`src/rtl/core/ipd_pkg.sv`:
```
`timescale 1ns / 1ps

package ipd_pkg;

    // configuration register indexes
    localparam logic [2:0] CFG_SETPOINT   = 3'd0;
    localparam logic [2:0] CFG_ERROR_GATE = 3'd1;
    localparam logic [2:0] CFG_GAIN_P     = 3'd2;
    localparam logic [2:0] CFG_GAIN_I     = 3'd3;
    localparam logic [2:0] CFG_GAIN_D     = 3'd4;

    // request kinds
    localparam logic REQ_SAMPLE = 1'b0;
    localparam logic REQ_TICK   = 1'b1;

    // register reset values
    localparam logic [7:0] SETPOINT_RST   = 8'd171;
    localparam logic [5:0] ERROR_GATE_RST = 6'd20;
    localparam logic [7:0] GAIN_P_RST     = 8'd3;
    localparam logic [7:0] GAIN_I_RST     = 8'd1;
    localparam logic [7:0] GAIN_D_RST     = 8'd26;

    typedef struct packed {
        logic [5:0] error_gate;
        logic [7:0] gain_p;
        logic [7:0] gain_i;
        logic [7:0] gain_d;
    } pid_cfg_t;

    typedef struct packed {
        logic [5:0] err_now;
        logic [5:0] err_prev;
        logic [5:0] err_prev2;
    } err_hist_t;

    typedef struct packed {
        logic [7:0] tick_count;
        logic       enable_level;
    } pwm_state_t;

endpackage

```
`src/rtl/core/ipd_pid.sv`:
```
`timescale 1ns / 1ps

module ipd_pid #(
    parameter int PWM_PERIOD = 20
) (
    input  logic [7:0]          err_mag,
    input  ipd_pkg::pid_cfg_t   cfg,
    input  ipd_pkg::err_hist_t  hist_in,
    input  logic [7:0]          drive_in,
    output ipd_pkg::err_hist_t  hist_out,
    output logic [7:0]          drive_out
);
    import ipd_pkg::*;

    localparam logic [7:0] PERIOD_W = 8'(PWM_PERIOD);

    logic        gated;
    logic [5:0]  e0, e1, e2;
    logic        de_pos;
    logic [5:0]  de_mag;
    logic [6:0]  two_e1, sum2;
    logic        d2_pos;
    logic [6:0]  d2_mag;
    logic [13:0] prod_p, prod_i;
    logic [14:0] prod_d;
    logic [16:0] pos, neg, diff;

    always_comb begin
        gated  = err_mag > {2'b00, cfg.error_gate};
        e0     = err_mag[5:0];
        e1     = hist_in.err_now;
        e2     = hist_in.err_prev;
        de_pos = e0 > e1;
        de_mag = de_pos ? (e0 - e1) : (e1 - e0);
        two_e1 = {e1, 1'b0};
        sum2   = {1'b0, e0} + {1'b0, e2};
        d2_pos = sum2 > two_e1;
        d2_mag = d2_pos ? (sum2 - two_e1) : (two_e1 - sum2);
        prod_p = cfg.gain_p * de_mag;
        prod_i = cfg.gain_i * e0;
        prod_d = cfg.gain_d * d2_mag;

        pos = {9'd0, drive_in} + {3'd0, prod_i}
            + (de_pos ? {3'd0, prod_p} : 17'd0)
            + (d2_pos ? {2'd0, prod_d} : 17'd0);
        neg = (de_pos ? 17'd0 : {3'd0, prod_p})
            + (d2_pos ? 17'd0 : {2'd0, prod_d});
        diff = pos - neg;

        if (gated) begin
            hist_out  = hist_in;
            drive_out = PERIOD_W;
        end else begin
            hist_out.err_now   = e0;
            hist_out.err_prev  = e1;
            hist_out.err_prev2 = e2;
            if (pos > neg) begin
                drive_out = (diff < {9'd0, PERIOD_W}) ? diff[7:0] : PERIOD_W;
            end else begin
                drive_out = drive_in;
            end
        end
    end

endmodule

```
`src/rtl/core/ipd_pwm.sv`:
```
`timescale 1ns / 1ps

module ipd_pwm #(
    parameter int PWM_PERIOD = 20
) (
    input  ipd_pkg::pwm_state_t state_in,
    input  logic [7:0]          drive,
    output ipd_pkg::pwm_state_t state_out
);
    import ipd_pkg::*;

    localparam logic [7:0] PERIOD_W = 8'(PWM_PERIOD);

    logic [7:0] count_inc;
    logic       en_cmp;

    always_comb begin
        count_inc = state_in.tick_count + 8'd1;
        en_cmp    = count_inc <= drive;
        if (count_inc == PERIOD_W) begin
            state_out.tick_count   = 8'd0;
            state_out.enable_level = ~en_cmp;
        end else begin
            state_out.tick_count   = count_inc;
            state_out.enable_level = en_cmp;
        end
    end

endmodule

```
`src/rtl/core/incremental_pid_pwm_motor_drive.sv`:
```
`timescale 1ns / 1ps
// channel  | ports                                   | direction
// ---------+-----------------------------------------+----------
// input    | s_valid s_ready s_req_type s_sample     | in
// result   | m_valid m_ready m_enable m_forward      | out
//          | m_reverse m_duty                        |
// config   | cfg_wr_en cfg_index cfg_wdata           | in
//
// one item per cycle while the result register is free: each transfer is
// worked from the controller state and lands in the result register
// the result register is released by m_ready, so input is taken whenever
// the result register is empty or being emptied in that cycle
// synchronous active-low reset restores gains, history, drive and pwm counter

module incremental_pid_pwm_motor_drive #(
    parameter int PWM_PERIOD = 20
) (
    input  logic       aclk,
    input  logic       aresetn,
    // input channel
    input  logic       s_valid,
    output logic       s_ready,
    input  logic       s_req_type,
    input  logic [7:0] s_sample,
    // result channel
    output logic       m_valid,
    input  logic       m_ready,
    output logic       m_enable,
    output logic       m_forward,
    output logic       m_reverse,
    output logic [7:0] m_duty,
    // configuration write port
    input  logic       cfg_wr_en,
    input  logic [2:0] cfg_index,
    input  logic [7:0] cfg_wdata
);
    import ipd_pkg::*;

    // configuration registers
    logic [7:0] setpoint_reg;
    pid_cfg_t   pid_cfg_reg;

    // controller state
    err_hist_t  hist_reg, hist_next;
    logic [7:0] drive_reg, drive_next;
    pwm_state_t pwm_reg, pwm_next;
    logic       fwd_reg, fwd_next;
    logic       rev_reg, rev_next;

    // result register
    logic       m_valid_reg;
    logic       m_enable_reg;
    logic       m_forward_reg;
    logic       m_reverse_reg;
    logic [7:0] m_duty_reg;

    logic       accept;
    logic       sp_ge;
    logic [7:0] err_mag;
    err_hist_t  pid_hist;
    logic [7:0] pid_drive;
    pwm_state_t tick_state;

    assign s_ready = ~m_valid_reg | m_ready;
    assign accept  = s_valid & s_ready;

    // error magnitude and direction from the sample
    assign sp_ge   = setpoint_reg >= s_sample;
    assign err_mag = sp_ge ? (setpoint_reg - s_sample) : (s_sample - setpoint_reg);

    ipd_pid #(
        .PWM_PERIOD (PWM_PERIOD)
    ) u_pid (
        .err_mag   (err_mag),
        .cfg       (pid_cfg_reg),
        .hist_in   (hist_reg),
        .drive_in  (drive_reg),
        .hist_out  (pid_hist),
        .drive_out (pid_drive)
    );

    ipd_pwm #(
        .PWM_PERIOD (PWM_PERIOD)
    ) u_pwm (
        .state_in  (pwm_reg),
        .drive     (drive_reg),
        .state_out (tick_state)
    );

    // next state: a sample runs the pid, a tick advances the pwm counter
    always_comb begin
        hist_next  = hist_reg;
        drive_next = drive_reg;
        pwm_next   = pwm_reg;
        fwd_next   = fwd_reg;
        rev_next   = rev_reg;
        if (accept) begin
            if (s_req_type == REQ_SAMPLE) begin
                hist_next  = pid_hist;
                drive_next = pid_drive;
                fwd_next   = sp_ge;
                rev_next   = ~sp_ge;
            end else begin
                pwm_next = tick_state;
            end
        end
    end

    // configuration writes, unknown indexes ignored
    always_ff @(posedge aclk) begin
        if (!aresetn) begin
            setpoint_reg           <= SETPOINT_RST;
            pid_cfg_reg.error_gate <= ERROR_GATE_RST;
            pid_cfg_reg.gain_p     <= GAIN_P_RST;
            pid_cfg_reg.gain_i     <= GAIN_I_RST;
            pid_cfg_reg.gain_d     <= GAIN_D_RST;
        end else if (cfg_wr_en) begin
            case (cfg_index)
                CFG_SETPOINT:   setpoint_reg           <= cfg_wdata;
                CFG_ERROR_GATE: pid_cfg_reg.error_gate <= cfg_wdata[5:0];
                CFG_GAIN_P:     pid_cfg_reg.gain_p     <= cfg_wdata;
                CFG_GAIN_I:     pid_cfg_reg.gain_i     <= cfg_wdata;
                CFG_GAIN_D:     pid_cfg_reg.gain_d     <= cfg_wdata;
                default: ;
            endcase
        end
    end

    // controller state
    always_ff @(posedge aclk) begin
        if (!aresetn) begin
            hist_reg             <= '0;
            drive_reg            <= 8'd0;
            pwm_reg.tick_count   <= 8'd0;
            pwm_reg.enable_level <= 1'b1;
            fwd_reg              <= 1'b0;
            rev_reg              <= 1'b0;
        end else begin
            hist_reg  <= hist_next;
            drive_reg <= drive_next;
            pwm_reg   <= pwm_next;
            fwd_reg   <= fwd_next;
            rev_reg   <= rev_next;
        end
    end

    // result register valid
    always_ff @(posedge aclk) begin
        if (!aresetn) begin
            m_valid_reg <= 1'b0;
        end else if (accept) begin
            m_valid_reg <= 1'b1;
        end else if (m_ready) begin
            m_valid_reg <= 1'b0;
        end
    end

    // result payload, loaded with the post-transfer state
    always_ff @(posedge aclk) begin
        if (accept) begin
            m_enable_reg  <= pwm_next.enable_level;
            m_forward_reg <= fwd_next;
            m_reverse_reg <= rev_next;
            m_duty_reg    <= drive_next;
        end
    end

    assign m_valid   = m_valid_reg;
    assign m_enable  = m_enable_reg;
    assign m_forward = m_forward_reg;
    assign m_reverse = m_reverse_reg;
    assign m_duty    = m_duty_reg;

endmodule

```
`config.mk`:
```
export PLATFORM = sky130hd
export DESIGN_NAME = incremental_pid_pwm_motor_drive
export DESIGN_NICKNAME = d
export VERILOG_FILES = /design/src/rtl/core/ipd_pkg.sv /design/src/rtl/core/ipd_pid.sv /design/src/rtl/core/ipd_pwm.sv /design/src/rtl/core/incremental_pid_pwm_motor_drive.sv
export SDC_FILE = /design/constraint.sdc
export NUM_CORES = 1
export LEC_CHECK = 0
export ABC_AREA = 1
export BUFFER_PORTS_ARGS = -buffer_cell sky130_fd_sc_hd__buf_2
export CORE_ASPECT_RATIO = 0.5
export CORE_MARGIN = 2
export CORE_UTILIZATION = 59
export DETAILED_ROUTE_END_ITERATION = 6
export PLACE_DENSITY = 0.75
export SYNTH_ARGS = -nofsm -noshare
export SYNTH_HDL_FRONTEND = slang
export SYNTH_SLANG_ARGS = --single-unit
```
`constraint.sdc`:
```
create_clock -name aclk -period 11.75 [get_ports aclk]
set_clock_uncertainty 0.05 [all_clocks]
set_input_delay 0.5875 -clock aclk [delete_from_list [all_inputs] [get_ports aclk]]
set_output_delay 0.5875 -clock aclk [all_outputs]
set_load 0.1 [all_outputs]
```
==> impl_metrics.toml <==
[status]
run_status = "finished, final reports clean"

[finish]
finish.net_count = 2312
largest_reg_flops = 30
insertedDiodeCount = 0
syn_to_final_growth_pct = 13.1
layout-drive-gt1-share_pct = 12.8
stdcell_count = 2288
stdcell_area_sq_um = 15000
post_layout_utilization_of_the_core_pct = 68.6

[global_routing]
grt_antenna_before_repair = 0
grt_first_pass_wirelength_um = 55500
grtUsageTotal_pct = 29.3
maximum_number_of_pins_on_one_net_before_global_route_repair = 49
grt_overflow_total = 0
number_of_global_route_vias_before_repair = 11500

[yosys]
syn-num-nets = 2216
postSynthRegisterBits = 81
dominant_synthesized_flop_cell = "sky130_fd_sc_hd__dfxtp_1"
postSynthCellCount = 1887
postSynth.asyncResetShare_pct = 0
synth_cell_types = 50
ys_warn_count = 0
sequential_area_share_after_synthesis_pct = 13.0
synth_area_sq_um = 13300
synth_enable_flop_cells = 11
syn_avg_cell_area_sq_um = 7.05

[route]
drcViolationCount = 0
route.detailed.vias_per_inst = 5.33
number_of_nets_still_failing_antenna_checks_after_routing = 0
detail_route.iter0.violations = 923
drt-total-wl_um = 34900
route.vias.total = 12200
wl_per_cell_um = 15.2
drt-pass1-iter-count = 6

[sta]
grt_setup_unrepaired = "true"
timing_hold_violations_final = 0
max-slew-margin-rel_pct = 38.3
worst_pin_slew_ns = 0.925
report.final.setup_viol = 0
timing.fmax_mhz = 89.1
post-route-period-util_pct = 95.5
final.min_clock_period_ns = 11.22
holdWs_ns = 0.422
timing.final.max_slew_violations = 0

[floorplanning]
rows = 38
die_area_sq_um = 23800
floorplan.die.height_um = 110
top_level_ports = 38
fp.dieW_um = 216
design.core.area_sq_um = 21900
start_util_pct = 60.7

[cts]
clock-root-buffer = "sky130_fd_sc_hd__clkbuf_16"
tritoncts = "built"
worstSkewPairLatency_ns = 0.36
hold_buffers = 0
cts_sinks = 81
cts_buffer_depth = 2
tritoncts.num_buffers = 9
h-tree-depth = 3
clk_transition_reported_paths_ns = 0.07

[worst_hold_path]
holdCritPathClass = "flip-flop to flip-flop"

[job]
timing.max_cap.violations = 0

[setup_path]
timing.critical_path.required_ns = 11.82
crit_path_max_incr_delay_ns = 0.54
endpoint_kind = "flip-flop"
path_class = "flip-flop to flip-flop"
crit_top_cell = "sky130_fd_sc_hd__nand2_1"
kind_of_start_point_of_the_critical_path = "flip-flop"
worstPathMaxFanout = 7
worst_path_max_delay_cell = "sky130_fd_sc_hd__fa_1"
arrival_ns = 11.29

[placed_design]
post_dp_cell_area_sq_um = 14100
port_buffers = 37
placed_cells_incl_taps = 2254
globalplace.congestion = 0.941
dpl.hpwl_um = 28000
==> critical path: cells and delay by family, from the launching register on <==
kind	cells	cell delay (ns)
xor+xnor	4	0.64
buf+inv	12	1.04
flops	1	0.32
fa+ha+maj	12	4.45
compound gates	12	1.49
simple gates	29	2.94
==> Yosys cell counts (9+ instances only) <==
cell type | n | area share [%]
sky130_fd_sc_hd__a21oi_1 | 137 | 5.2
sky130_fd_sc_hd__clkbuf_1 | 15 | 0.42
sky130_fd_sc_hd__ha_1 | 196 | 18
sky130_fd_sc_hd__nand4_1 | 16 | 0.75
sky130_fd_sc_hd__nor3_1 | 11 | 0.41
sky130_fd_sc_hd__o21ai_0 | 77 | 2.9
sky130_fd_sc_hd__xnor2_1 | 32 | 2.1
sky130_fd_sc_hd__nor2_1 | 201 | 5.7
sky130_fd_sc_hd__dfxtp_1 | 70 | 11
sky130_fd_sc_hd__inv_1 | 359 | 10
sky130_fd_sc_hd__nand2_1 | 397 | 11
sky130_fd_sc_hd__edfxtp_1 | 11 | 2.5
sky130_fd_sc_hd__nand3_1 | 64 | 2.4
sky130_fd_sc_hd__nand2_2 | 10 | 0.47
sky130_fd_sc_hd__o211ai_1 | 14 | 0.79
sky130_fd_sc_hd__or2_2 | 18 | 0.85
sky130_fd_sc_hd__nand3b_1 | 9 | 0.51
sky130_fd_sc_hd__fa_1 | 108 | 16
sky130_fd_sc_hd__xor2_1 | 56 | 3.7
==> layout by cell type, fill, tap and decap left out, types with 14 or more instances in the layout <==
cell type / netlist / layout
sky130_fd_sc_hd__nand2_1: 397 / 388
sky130_fd_sc_hd__dfxtp_1: 70 / 70
sky130_fd_sc_hd__inv_1: 359 / 356
sky130_fd_sc_hd__a21oi_2: 0 / 15
sky130_fd_sc_hd__nand3_1: 64 / 60
sky130_fd_sc_hd__ha_1: 196 / 178
sky130_fd_sc_hd__fa_1: 108 / 106
sky130_fd_sc_hd__o211ai_1: 14 / 14
sky130_fd_sc_hd__buf_2: 5 / 37
sky130_fd_sc_hd__nand4_1: 16 / 16
sky130_fd_sc_hd__or2_2: 18 / 16
sky130_fd_sc_hd__xnor2_1: 32 / 30
sky130_fd_sc_hd__o21ai_0: 77 / 67
sky130_fd_sc_hd__nand2_2: 10 / 14
sky130_fd_sc_hd__buf_4: 2 / 74
sky130_fd_sc_hd__xor2_1: 56 / 55
sky130_fd_sc_hd__nor2_1: 201 / 193
sky130_fd_sc_hd__a21oi_1: 137 / 122
==> worst paths after layout <==
check,startpoint,to,slack (ns),cells after the start
setup / recovery,setpoint_reg[0],m_duty[2],0.53,69
hold / removal,hist_reg[6],hist_reg[6],0.42,2
setup reg to reg,setpoint_reg[0],m_duty[2],0.53,69
hold reg to reg,hist_reg[6],hist_reg[6],0.42,2
==> routing by layer <==
layer  GRT usage (%)  share of wire, %  wire, um  vias to the layer above
met3            5.57               7.2      2510                       61
met4            8.51               2.2       757                        0
met2            48.1                43     15000                      375
met1            39.9                48     16600                     5614
li1                -                 -         -                     6134
met5               0                 0         0                        -
==> cells by family (layout without fill, tap and decap cells) <==
kind of cell,after synthesis,count (layout),share of synthesized area [%]
flops,81,81,13.0
simple gates,746,746,23.5
buf+inv,395,496,11.4
mux,2,2,0.150
fa+ha+maj,304,304,34.7
compound gates,270,270,11.3
xor+xnor,89,89,5.92
==> timing repair <==
action / in CTS / in global routing
setup buffers: 0 / 18
resized for setup: 2 / 100
pin swaps: 0 / 49
setup endpoints to repair: 1 / 16
==> cell type report <==
cell class                 count  area, sq um
fill                        1864         6880
inverter                     369         1390
multi-input combinational   1411        10500
tap                          300          375
clock buffer                   9          225
clock inverter                 7         83.8
sequential                    81         1730
timing repair buffer         111          741
==> through the flow <==
step / TNS (ns) / worst slack (ns)
floorplan: 0 / 0.0935
global placement: -1.17 / -0.147
detailed placement: -3.09 / -0.278
CTS: 0 / 0.0266
global route: -1.68 / -0.208
finish: 0 / 0.527
Power is not shown: default switching activity piles up to over one toggle a cycle in this logic, so the estimate is an artifact.
